<file path="config.mk">
export PLATFORM = sky130hd
export DESIGN_NAME = i2c_master_bit_engine
export DESIGN_NICKNAME = d
export VERILOG_FILES = /design/src/rtl/i2cm_pkg.sv /design/src/rtl/i2cm_cfg.sv /design/src/rtl/i2cm_seq.sv /design/src/rtl/i2c_master_bit_engine.sv
export VERILOG_INCLUDE_DIRS = /design/src /design/src/rtl
export SDC_FILE = /design/constraint.sdc
export NUM_CORES = 1
export LEC_CHECK = 0
export BUFFER_PORTS_ARGS = -buffer_cell sky130_fd_sc_hd__buf_4
export CORE_ASPECT_RATIO = 0.5
export CORE_UTILIZATION = 40
export CTS_CLUSTER_SIZE = 25
export DETAILED_ROUTE_END_ITERATION = 8
export SETUP_SLACK_MARGIN = 0.3
export SLEW_MARGIN = 20
export SYNTH_ARGS = -nofsm -noshare
export SYNTH_HDL_FRONTEND = slang
export SYNTH_SLANG_ARGS = --single-unit
</file>
<file path="constraint.sdc">
create_clock -name clk_i -period 5 [get_ports clk_i]
set_input_delay 0.75 -clock clk_i [delete_from_list [all_inputs] [get_ports clk_i]]
set_output_delay 0.75 -clock clk_i [all_outputs]
set_load 0.005 [all_outputs]
</file>
<file path="src/rtl/i2c_master_bit_engine_assert.svh">
// Assertion macros for the I2C master bit engine.
// Needs clk_i and rst_ni in the scope that uses them; no other dependencies.
`ifndef I2C_MASTER_BIT_ENGINE_ASSERT_SVH
`define I2C_MASTER_BIT_ENGINE_ASSERT_SVH

// Checked on every rising clock edge outside of reset.
`define I2CM_ASSERT(lbl, prop, msg) \
  lbl: assert property (@(posedge clk_i) disable iff (!rst_ni) (prop)) else $error(msg);

// Checked on every rising clock edge, reset included.
`define I2CM_ASSERT_ALWAYS(lbl, prop, msg) \
  lbl: assert property (@(posedge clk_i) (prop)) else $error(msg);

`endif

</file>
<file path="src/rtl/i2cm_pkg.sv">
// Shared types and constants of the I2C master bit engine.
// No dependencies; used by i2cm_cfg, i2cm_seq and the top level.
`default_nettype none

package i2cm_pkg;

  localparam int unsigned DelayW = 16;

  // Configuration register indexes.
  localparam logic [1:0] CFG_SHORT = 2'd0;
  localparam logic [1:0] CFG_LONG  = 2'd1;
  localparam logic [1:0] CFG_WAIT  = 2'd2;

  localparam logic [DelayW-1:0] SHORT_RESET = 16'd4;
  localparam logic [DelayW-1:0] LONG_RESET  = 16'd8;
  localparam logic [DelayW-1:0] WAIT_RESET  = 16'd0;

  typedef enum logic [2:0] {
    CMD_START      = 3'd0,
    CMD_START_BYTE = 3'd1,
    CMD_START_ADDR = 3'd2,
    CMD_STOP       = 3'd3,
    CMD_WRITE      = 3'd4,
    CMD_WRITE_NACK = 3'd5,
    CMD_WRITE16    = 3'd6,
    CMD_READ       = 3'd7
  } cmd_e;

  typedef enum logic [4:0] {
    PH_IDLE     = 5'd0,
    PH_S_SCLHI  = 5'd1,
    PH_S_SDALO  = 5'd2,
    PH_W_SCLLO  = 5'd3,
    PH_W_DATA   = 5'd4,
    PH_W_SCLHI  = 5'd5,
    PH_W_TAIL   = 5'd6,
    PH_A_SDAHI  = 5'd7,
    PH_A_SCLHI  = 5'd8,
    PH_A_SAMPLE = 5'd9,
    PH_A_SCLLO  = 5'd10,
    PH_P_SDALO  = 5'd11,
    PH_P_SCLHI  = 5'd12,
    PH_P_SDAHI  = 5'd13,
    PH_R_SCLLO  = 5'd14,
    PH_R_SCLHI  = 5'd15,
    PH_R_REL    = 5'd16,
    PH_R_ACK    = 5'd17,
    PH_R_CLKHI  = 5'd18,
    PH_R_CLKLO  = 5'd19
  } phase_e;

  // Effective hold lengths handed from the register block to the sequencer.
  typedef struct packed {
    logic [DelayW-1:0] short_ticks;
    logic [DelayW-1:0] long_ticks;
    logic [DelayW-1:0] bit_ticks;
  } hold_t;

  typedef struct packed {
    phase_e            phase;
    logic [DelayW-1:0] cnt;
    logic [3:0]        bit_idx;
    logic [15:0]       tx;
    logic [7:0]        rx;
    logic              scl;
    logic              sda;
    cmd_e              cmd;
    logic              ack_seen;
    logic              ack_to_send;
    logic              second_byte;
  } seq_state_t;

  typedef struct packed {
    logic       scl;
    logic       sda;
    logic       busy;
    logic       done;
    logic       acked;
    logic [7:0] read_byte;
  } res_t;

endpackage

`default_nettype wire

</file>
<file path="src/rtl/i2cm_cfg.sv">
// Delay configuration registers and the effective hold lengths derived from them.
// Depends on i2cm_pkg.
`default_nettype none

module i2cm_cfg (
  input  wire logic                          clk_i,
  input  wire logic                          rst_ni,
  input  wire logic                          cfg_we_i,
  input  wire logic [1:0]                    cfg_index_i,
  input  wire logic [i2cm_pkg::DelayW-1:0]   cfg_data_i,
  output i2cm_pkg::hold_t                    hold_o
);

  logic [i2cm_pkg::DelayW-1:0] short_q, long_q, wait_q;
  logic [i2cm_pkg::DelayW:0]   bit_sum;

  always_ff @(posedge clk_i or negedge rst_ni) begin
    if (!rst_ni) begin
      short_q <= i2cm_pkg::SHORT_RESET;
      long_q  <= i2cm_pkg::LONG_RESET;
      wait_q  <= i2cm_pkg::WAIT_RESET;
    end else if (cfg_we_i) begin
      unique case (cfg_index_i)
        i2cm_pkg::CFG_SHORT: short_q <= cfg_data_i;
        i2cm_pkg::CFG_LONG:  long_q  <= cfg_data_i;
        i2cm_pkg::CFG_WAIT:  wait_q  <= cfg_data_i;
        default: ;
      endcase
    end
  end

  // A zero hold still lasts one tick; the data bit hold saturates.
  always_comb begin
    hold_o.short_ticks = (short_q == '0) ? i2cm_pkg::DelayW'(1) : short_q;
    hold_o.long_ticks  = (long_q == '0) ? i2cm_pkg::DelayW'(1) : long_q;
    bit_sum = {1'b0, hold_o.short_ticks} + {1'b0, wait_q};
    hold_o.bit_ticks = bit_sum[i2cm_pkg::DelayW] ? '1 : bit_sum[i2cm_pkg::DelayW-1:0];
  end

endmodule

`default_nettype wire

</file>
<file path="src/rtl/i2cm_seq.sv">
// Bus sequencer of the I2C master: state registers and the one-tick update logic.
// Depends on i2cm_pkg.
`default_nettype none

module i2cm_seq (
  input  wire logic            clk_i,
  input  wire logic            rst_ni,
  input  wire logic            step_i,
  input  wire logic            kind_i,
  input  wire logic [2:0]      command_i,
  input  wire logic [15:0]     data_i,
  input  wire logic [6:0]      address_i,
  input  wire logic            rw_flag_i,
  input  wire logic            send_ack_i,
  input  wire logic            sda_in_i,
  input  wire i2cm_pkg::hold_t hold_i,
  output i2cm_pkg::res_t       res_o,
  output logic                 busy_o
);

  i2cm_pkg::seq_state_t    st_q, st_d;
  i2cm_pkg::phase_e        tgt;
  logic                    do_enter;
  logic                    finish;
  logic [i2cm_pkg::DelayW-1:0] cnt_dec;

  always_ff @(posedge clk_i or negedge rst_ni) begin
    if (!rst_ni) begin
      st_q <= '{phase: i2cm_pkg::PH_IDLE, cnt: '0, bit_idx: '0, tx: '0, rx: '0,
                scl: 1'b1, sda: 1'b1, cmd: i2cm_pkg::CMD_START, ack_seen: 1'b0,
                ack_to_send: 1'b0, second_byte: 1'b0};
    end else if (step_i) begin
      st_q <= st_d;
    end
  end

  assign busy_o = (st_q.phase != i2cm_pkg::PH_IDLE);

  // Next state: start a command or count the current segment down, then enter
  // the chosen segment, which sets the pins and loads its hold length.
  always_comb begin
    st_d     = st_q;
    tgt      = i2cm_pkg::PH_IDLE;
    do_enter = 1'b0;
    finish   = 1'b0;
    cnt_dec  = (st_q.cnt != '0) ? st_q.cnt - i2cm_pkg::DelayW'(1) : st_q.cnt;

    if (kind_i) begin
      if (st_q.phase == i2cm_pkg::PH_IDLE) begin
        st_d.cmd         = i2cm_pkg::cmd_e'(command_i);
        st_d.second_byte = 1'b0;
        st_d.bit_idx     = '0;
        do_enter         = 1'b1;
        unique case (i2cm_pkg::cmd_e'(command_i))
          i2cm_pkg::CMD_START: tgt = i2cm_pkg::PH_S_SCLHI;
          i2cm_pkg::CMD_START_BYTE: begin
            st_d.tx = {data_i[7:0], 8'h00};
            st_d.ack_seen = 1'b0;
            tgt = i2cm_pkg::PH_S_SCLHI;
          end
          i2cm_pkg::CMD_START_ADDR: begin
            st_d.tx = {address_i, rw_flag_i, 8'h00};
            st_d.ack_seen = 1'b0;
            tgt = i2cm_pkg::PH_S_SCLHI;
          end
          i2cm_pkg::CMD_STOP: tgt = i2cm_pkg::PH_P_SDALO;
          i2cm_pkg::CMD_WRITE: begin
            st_d.tx = {data_i[7:0], 8'h00};
            st_d.ack_seen = 1'b0;
            tgt = i2cm_pkg::PH_W_SCLLO;
          end
          i2cm_pkg::CMD_WRITE_NACK: begin
            st_d.tx = {data_i[7:0], 8'h00};
            tgt = i2cm_pkg::PH_W_SCLLO;
          end
          i2cm_pkg::CMD_WRITE16: begin
            st_d.tx = data_i;
            st_d.ack_seen = 1'b0;
            tgt = i2cm_pkg::PH_W_SCLLO;
          end
          i2cm_pkg::CMD_READ: begin
            st_d.ack_to_send = send_ack_i;
            st_d.rx = '0;
            st_d.sda = 1'b1;
            tgt = i2cm_pkg::PH_R_SCLLO;
          end
          default: tgt = i2cm_pkg::PH_IDLE;
        endcase
      end
    end else if (st_q.phase != i2cm_pkg::PH_IDLE) begin
      st_d.cnt = cnt_dec;
      if (cnt_dec == '0) begin
        do_enter = 1'b1;
        unique case (st_q.phase)
          i2cm_pkg::PH_S_SCLHI: tgt = i2cm_pkg::PH_S_SDALO;
          i2cm_pkg::PH_S_SDALO: begin
            if (st_q.cmd == i2cm_pkg::CMD_START) begin
              finish = 1'b1;
            end else begin
              st_d.bit_idx = '0;
              tgt = i2cm_pkg::PH_W_SCLLO;
            end
          end
          i2cm_pkg::PH_W_SCLLO: tgt = i2cm_pkg::PH_W_DATA;
          i2cm_pkg::PH_W_DATA:  tgt = i2cm_pkg::PH_W_SCLHI;
          i2cm_pkg::PH_W_SCLHI: begin
            st_d.tx      = {st_q.tx[14:0], 1'b0};
            st_d.bit_idx = st_q.bit_idx + 4'd1;
            tgt = (st_d.bit_idx < 4'd8) ? i2cm_pkg::PH_W_SCLLO : i2cm_pkg::PH_W_TAIL;
          end
          i2cm_pkg::PH_W_TAIL: begin
            if (st_q.cmd == i2cm_pkg::CMD_WRITE_NACK) finish = 1'b1;
            else tgt = i2cm_pkg::PH_A_SDAHI;
          end
          i2cm_pkg::PH_A_SDAHI: tgt = i2cm_pkg::PH_A_SCLHI;
          i2cm_pkg::PH_A_SCLHI: tgt = i2cm_pkg::PH_A_SAMPLE;
          i2cm_pkg::PH_A_SAMPLE: begin
            st_d.ack_seen = ~sda_in_i;
            tgt = i2cm_pkg::PH_A_SCLLO;
          end
          i2cm_pkg::PH_A_SCLLO: begin
            // Write16 goes on to the low byte only after an acknowledged high byte.
            if (st_q.cmd == i2cm_pkg::CMD_WRITE16 && !st_q.second_byte && st_q.ack_seen) begin
              st_d.second_byte = 1'b1;
              st_d.bit_idx = '0;
              tgt = i2cm_pkg::PH_W_SCLLO;
            end else begin
              finish = 1'b1;
            end
          end
          i2cm_pkg::PH_P_SDALO: tgt = i2cm_pkg::PH_P_SCLHI;
          i2cm_pkg::PH_P_SCLHI: tgt = i2cm_pkg::PH_P_SDAHI;
          i2cm_pkg::PH_R_SCLLO: tgt = i2cm_pkg::PH_R_SCLHI;
          i2cm_pkg::PH_R_SCLHI: begin
            st_d.rx      = {st_q.rx[6:0], sda_in_i};
            st_d.bit_idx = st_q.bit_idx + 4'd1;
            tgt = (st_d.bit_idx < 4'd8) ? i2cm_pkg::PH_R_SCLLO : i2cm_pkg::PH_R_REL;
          end
          i2cm_pkg::PH_R_REL: begin
            tgt = st_q.ack_to_send ? i2cm_pkg::PH_R_ACK : i2cm_pkg::PH_R_CLKHI;
          end
          i2cm_pkg::PH_R_ACK:   tgt = i2cm_pkg::PH_R_CLKHI;
          i2cm_pkg::PH_R_CLKHI: tgt = i2cm_pkg::PH_R_CLKLO;
          i2cm_pkg::PH_R_CLKLO: begin
            st_d.sda = 1'b1;
            finish = 1'b1;
          end
          default: finish = 1'b1;
        endcase
        if (finish) begin
          do_enter   = 1'b0;
          st_d.phase = i2cm_pkg::PH_IDLE;
          st_d.cnt   = '0;
        end
      end
    end

    if (do_enter) begin
      st_d.phase = tgt;
      st_d.cnt   = hold_i.long_ticks;
      unique case (tgt)
        i2cm_pkg::PH_S_SCLHI:  st_d.scl = 1'b1;
        i2cm_pkg::PH_S_SDALO:  st_d.sda = 1'b0;
        i2cm_pkg::PH_W_SCLLO:  begin st_d.scl = 1'b0; st_d.cnt = hold_i.short_ticks; end
        i2cm_pkg::PH_W_DATA:   begin st_d.sda = st_d.tx[15]; st_d.cnt = hold_i.short_ticks; end
        i2cm_pkg::PH_W_SCLHI:  begin st_d.scl = 1'b1; st_d.cnt = hold_i.bit_ticks; end
        i2cm_pkg::PH_W_TAIL:   begin st_d.scl = 1'b0; st_d.cnt = hold_i.short_ticks; end
        i2cm_pkg::PH_A_SDAHI:  st_d.sda = 1'b1;
        i2cm_pkg::PH_A_SCLHI:  st_d.scl = 1'b1;
        i2cm_pkg::PH_A_SAMPLE: st_d.sda = 1'b1;
        i2cm_pkg::PH_A_SCLLO:  st_d.scl = 1'b0;
        i2cm_pkg::PH_P_SDALO:  st_d.sda = 1'b0;
        i2cm_pkg::PH_P_SCLHI:  begin st_d.scl = 1'b1; st_d.cnt = hold_i.short_ticks; end
        i2cm_pkg::PH_P_SDAHI:  st_d.sda = 1'b1;
        i2cm_pkg::PH_R_SCLLO:  begin st_d.scl = 1'b0; st_d.cnt = hold_i.short_ticks; end
        i2cm_pkg::PH_R_SCLHI:  begin st_d.scl = 1'b1; st_d.cnt = hold_i.bit_ticks; end
        i2cm_pkg::PH_R_REL:    begin st_d.scl = 1'b0; st_d.sda = 1'b1; end
        i2cm_pkg::PH_R_ACK:    st_d.sda = 1'b0;
        i2cm_pkg::PH_R_CLKHI:  st_d.scl = 1'b1;
        i2cm_pkg::PH_R_CLKLO:  st_d.scl = 1'b0;
        default: begin
          st_d.phase = i2cm_pkg::PH_IDLE;
          st_d.cnt   = '0;
        end
      endcase
    end
  end

  // Result of this tick, built from the updated state.
  always_comb begin
    res_o.scl       = st_d.scl;
    res_o.sda       = st_d.sda;
    res_o.busy      = (st_d.phase != i2cm_pkg::PH_IDLE);
    res_o.done      = finish;
    res_o.acked     = st_d.ack_seen;
    res_o.read_byte = st_d.rx;
  end

endmodule

`default_nettype wire

</file>
<file path="src/rtl/i2c_master_bit_engine.sv">
// Top level of the I2C master bit engine: handshake, result register, assertions.
// Depends on i2cm_pkg, i2cm_cfg, i2cm_seq and i2c_master_bit_engine_assert.svh.
`default_nettype none

// I2C master bit engine. Each accepted input transaction is either one time tick
// or a new command; every transaction produces exactly one result transaction
// holding the SCL and SDA levels to drive (1 = released), the busy and done
// flags, the last acknowledge seen and the last byte read. Commands arriving
// while a sequence runs are ignored and report the current levels. The block
// takes one transaction per clock cycle: the sequencer state is updated by a
// single pass of next-state logic at the accepting edge and the result lands in
// an output register, so the next transaction is accepted while the previous
// result is being taken. Throughput drops only while the result register is
// full and out_ready_i is low. The three delay registers (index 0 short, 1
// long, 2 wait) are written through cfg_we_i, cfg_index_i and cfg_data_i;
// writes to index 3 are dropped. No memory clear is needed after reset.

`include "i2c_master_bit_engine_assert.svh"

module i2c_master_bit_engine (
  input  wire logic                        clk_i,
  input  wire logic                        rst_ni,
  // Configuration write port.
  input  wire logic                        cfg_we_i,
  input  wire logic [1:0]                  cfg_index_i,
  input  wire logic [i2cm_pkg::DelayW-1:0] cfg_data_i,
  // Input channel.
  input  wire logic                        in_valid_i,
  output logic                             in_ready_o,
  input  wire logic                        kind_i,
  input  wire logic [2:0]                  command_i,
  input  wire logic [15:0]                 data_i,
  input  wire logic [6:0]                  address_i,
  input  wire logic                        rw_flag_i,
  input  wire logic                        send_ack_i,
  input  wire logic                        sda_in_i,
  // Result channel.
  output logic                             out_valid_o,
  input  wire logic                        out_ready_i,
  output logic                             scl_out_o,
  output logic                             sda_out_o,
  output logic                             busy_res_o,
  output logic                             done_res_o,
  output logic                             acked_o,
  output logic [7:0]                       read_byte_o
);

  i2cm_pkg::hold_t hold;
  i2cm_pkg::res_t  res_d, res_q;
  logic            in_accept;
  logic            seq_busy;
  logic            out_valid_q, out_valid_d;

  // The result register frees up in the same cycle its content is taken.
  assign in_ready_o = !out_valid_q || out_ready_i;
  assign in_accept  = in_valid_i && in_ready_o;

  i2cm_cfg u_cfg (
    .clk_i       (clk_i),
    .rst_ni      (rst_ni),
    .cfg_we_i    (cfg_we_i),
    .cfg_index_i (cfg_index_i),
    .cfg_data_i  (cfg_data_i),
    .hold_o      (hold)
  );

  i2cm_seq u_seq (
    .clk_i      (clk_i),
    .rst_ni     (rst_ni),
    .step_i     (in_accept),
    .kind_i     (kind_i),
    .command_i  (command_i),
    .data_i     (data_i),
    .address_i  (address_i),
    .rw_flag_i  (rw_flag_i),
    .send_ack_i (send_ack_i),
    .sda_in_i   (sda_in_i),
    .hold_i     (hold),
    .res_o      (res_d),
    .busy_o     (seq_busy)
  );

  // A result is pending whenever a transaction was accepted, or the old one
  // has not been taken yet.
  assign out_valid_d = in_accept || (out_valid_q && !out_ready_i);

  always_ff @(posedge clk_i or negedge rst_ni) begin
    if (!rst_ni) begin
      out_valid_q <= 1'b0;
    end else begin
      out_valid_q <= out_valid_d;
    end
  end

  // Payload needs no reset; it is only looked at while out_valid_o is high.
  always_ff @(posedge clk_i) begin
    if (in_accept) begin
      res_q <= res_d;
    end
  end

  assign out_valid_o = out_valid_q;
  assign scl_out_o   = res_q.scl;
  assign sda_out_o   = res_q.sda;
  assign busy_res_o  = res_q.busy;
  assign done_res_o  = res_q.done;
  assign acked_o     = res_q.acked;
  assign read_byte_o = res_q.read_byte;

  // A finishing tick always leaves the sequencer idle.
  `I2CM_ASSERT(a_done_not_busy, out_valid_o && done_res_o |-> !busy_res_o, "done with busy set")
  // A command taken while idle always starts a sequence.
  `I2CM_ASSERT(a_cmd_starts, in_accept && kind_i && !seq_busy |=> out_valid_o && busy_res_o && !done_res_o, "idle command did not start")
  // A tick taken while idle changes nothing and finishes nothing.
  `I2CM_ASSERT(a_idle_tick, in_accept && !kind_i && !seq_busy |=> out_valid_o && !busy_res_o && !done_res_o, "idle tick changed state")
  // With an empty result register the input side is always open.
  `I2CM_ASSERT_ALWAYS(a_ready_when_empty, !out_valid_q |-> in_ready_o, "ready low with empty output")

endmodule

`default_nettype wire

</file>
==> reports/qor.yml <==
grt:
  overflow: 0
  antenna_violations_before_repair: 0
  first_global_vias: 6462
  global_route.usage.total: 0.219
  first_pass_grt_wire_length_um: 34400
  grt_start_max_net_pins: 64
pwr:
  irDropWorstVdd_mv: 0.247
  pwr_density_cell_nw_per_um2: 447
  static-leakage-power_nw: 3.69
worst_setup_path:
  start_kind: "register"
  setup.worst_path.end_class: "register"
  path_class: "register to register"
  crit-reg2reg-capture: "u_seq.st_q[39]"
  source_of_the_worst_register_to_register_timing_path: "u_seq.st_q[43]"
  worst_ep_required_time_ns: 5.30
  length_in_cells_of_the_worst_reg_to_reg_path: 11
  worst-path-max-fanout: 12
  regToRegSetupSlack_ns: 0.80
  timing.critical_path.arrival_ns: 4.49
die:
  row_count: 35
  die_x_um: 199
  dieArea_um2: 20000
  top_level_ports: 68
  core_area_um2: 18700
  starting_density_of_the_core: 0.416
  die-height_um: 101
cells_and_area:
  net_count_final: 947
  num_antenna_cells: 0
  share_of_post_route_cells_with_drive_strength_above_1: 0.209
  area.growth.synth_to_final_pct: 15.7
  post-route-cell-area_um2: 8990
synth:
  synth_top_flop_cell: "sky130_fd_sc_hd__dfrtp_1"
  asyncSetResetFlopFracSynth: 0.891
  synth-edff-count: 13
  netlist.area_leader.share: 0.328
  ys_top_cells_by_area: "sky130_fd_sc_hd__dfrtp_1 33%, sky130_fd_sc_hd__mux2_2 7.7%, sky130_fd_sc_hd__o21ai_0 5.1%"
  postSynthNetCount: 912
  post_synth_num_cell_types: 81
  seq_area_frac_synth: 0.392
  yosys_warnings: 0
  synthesis.area_per_instance_um2: 9.28
  post-synth-top-count-cell: "sky130_fd_sc_hd__dfrtp_1"
  cell_taking_the_most_area_after_synthesis: "sky130_fd_sc_hd__dfrtp_1"
  synthesis.instances: 838
  synthesis.area_um2: 7770
  synthTopCellsByCount: "102 x sky130_fd_sc_hd__dfrtp_1, 81 x sky130_fd_sc_hd__nand2_1, 79 x sky130_fd_sc_hd__o21ai_0"
  yosys_register_bits: 119
timing:
  worst_hold_slack_ns: 0.425
  slew_violations: 0
  max-slew-margin-rel: 0.339
  finalClockSkew_ns: 0.00780
  hold_viol_final: 0
  finalSetupViolCount: 0
  rsz0062_at_grt: "no"
  finalWorstPathRequiredPeriod_ns: 4.20
  fin_ws_ns: 0.803
  finalSetupTns_ns: 0
  achievable-frequency_mhz: 238
  fin_crit_sh: 0.839
  max_slew.worst_pin.slew_ns: 0.989
flow_run:
  timing.max_cap.violations: 0
run_status:
  run_status: "completed"
placed_design:
  hpwlAfterDp_um: 15000
  placement.setup.worst_slack_ns: 0.865
  placement.io_buffers: 67
  finalWeightedCongestion: 1.00
  detailed_place.area_um2: 8390
routing:
  drt_iter0_drc: 727
  antenna_viol_nets_final: 0
  wl_um: 20800
  post_drt_wl_per_cell_um: 18.1
  routed_via_density: 5.89
  overall_via_count_from_detail_route: 6739
  remaining_drc_errors: 0
  drtPass1Iterations: 5
worst_hold_path:
  hp-class: "input port to async pin"
clocking:
  clkSlewWorstSetupHoldPaths_ns: 0.06
  cts_hold_buf: 0
  postCtsSetupRepairBufs: 0
  cts.sinks: 119
  cts_repair_resized_insts: 0
  cts_tree: "done"
  worst_skew_pair.late_latency_ns: 0.42
  htree_num_levels: 4
  cts-buffers-inserted: 17
  clock_tree.root_cell: "sky130_fd_sc_hd__clkbuf_16"
  clockBufferDepth: 2
[layout by cell type (no fill, tap or decap), types with 17 or more instances in the layout]
cell type	instances
sky130_fd_sc_hd__nand2_1	81
sky130_fd_sc_hd__mux2_2	53
sky130_fd_sc_hd__mux2i_1	20
sky130_fd_sc_hd__a22oi_1	24
sky130_fd_sc_hd__dfrtp_1	102
sky130_fd_sc_hd__o21ai_0	78
sky130_fd_sc_hd__a21oi_1	35
sky130_fd_sc_hd__nor2_1	57
sky130_fd_sc_hd__ha_1	20
sky130_fd_sc_hd__inv_1	19
sky130_fd_sc_hd__nor3_1	20
sky130_fd_sc_hd__clkbuf_16	17
sky130_fd_sc_hd__nand3_1	27
sky130_fd_sc_hd__buf_4	76
[report_power, final]
| part | internal, mW | total [mW] | switching, mW | leakage (nW) |
|---|---|---|---|---|
| clock | 0.820 | 1.26 | 0.443 | 0.290 |
| sequential | 1.19 | 1.50 | 0.314 | 1.43 |
| combinational | 0.557 | 1.26 | 0.702 | 1.97 |
| total | 2.56 | 4.02 | 1.46 | 3.69 |
[critical path, stage by stage, from the launching register on]
cell                        delay [ns]
sky130_fd_sc_hd__dfrtp_1          0.48
sky130_fd_sc_hd__nor4_4           0.60
sky130_fd_sc_hd__nand4_2          0.36
sky130_fd_sc_hd__nor3_2           0.19
sky130_fd_sc_hd__o2111ai_1        0.20
sky130_fd_sc_hd__or4_1            0.80
sky130_fd_sc_hd__o31ai_4          0.41
sky130_fd_sc_hd__xnor2_1          0.32
sky130_fd_sc_hd__nor2_1           0.10
sky130_fd_sc_hd__buf_4            0.20
sky130_fd_sc_hd__a221oi_1         0.29
sky130_fd_sc_hd__a21oi_1          0.11
[how the worst max path moves through the flow]
stage / start / endpoint / slack, ns / cells past startpoint
after CTS: u_seq.st_q[43] / u_seq.st_q[9] / 0.87 / 9
after global placement: u_seq.st_q[43] / u_seq.st_q[36] / 0.94 / 10
final: u_seq.st_q[43] / u_seq.st_q[39] / 0.80 / 11
after floorplan: u_seq.st_q[36] / u_seq.st_q[48] / 1.50 / 15
after global routing: u_seq.st_q[43] / u_seq.st_q[36] / 0.46 / 10
after detailed placement: u_seq.st_q[43] / u_seq.st_q[37] / 0.87 / 10
[layout make-up]
| cell class | count | area, um^2 |
|---|---|---|
| clock buffer | 24 | 482 |
| fill | 1771 | 9700 |
| tap | 259 | 324 |
| inverter | 21 | 78.8 |
| timing repair buffer | 76 | 571 |
| sequential | 119 | 3050 |
| multi-input combinational | 638 | 4370 |
| clock inverter | 8 | 120 |
[kinds of logic (layout without fill, tap and decap cells)]
| family | count (synthesis) | in the layout | share of synthesized area |
|---|---|---|---|
| simple gates | 268 | 268 | 0.176 |
| fa+ha+maj | 21 | 21 | 0.0348 |
| compound gates | 256 | 256 | 0.225 |
| xor+xnor | 20 | 20 | 0.0225 |
| buf+inv | 81 | 129 | 0.0468 |
| mux | 73 | 73 | 0.103 |
| flops | 119 | 119 | 0.392 |
[registers in the layout (all words and copies together), names as in the netlist]
name and flops:
u_seq.st_q 57, u_cfg.long_q 16, u_cfg.short_q 16, u_cfg.wait_q 16
read_byte_o 8, acked_o 1, busy_res_o 1, done_res_o 1
out_valid_o 1, scl_out_o 1, sda_out_o 1
[routing by layer]
metal | up-vias | GRT usage | part of all wire
li1 | 3204 | - | -
met1 | 3274 | 0.317 | 0.49
met2 | 230 | 0.322 | 0.43
met3 | 31 | 0.0465 | 0.055
met4 | 0 | 0.0740 | 0.020
met5 | - | 0 | 0
[metrics by stage]
step                      instances  utilization  power [mW]
final                          1145        0.481        4.02
after global routing           1145        0.481        4.25
after CTS                      1145        0.481        4.02
after detailed placement       1113        0.449        2.74
after global placement         1113        0.449        2.72
after floorplan                 838            -        2.38
(Power assumes the default switching activity.)
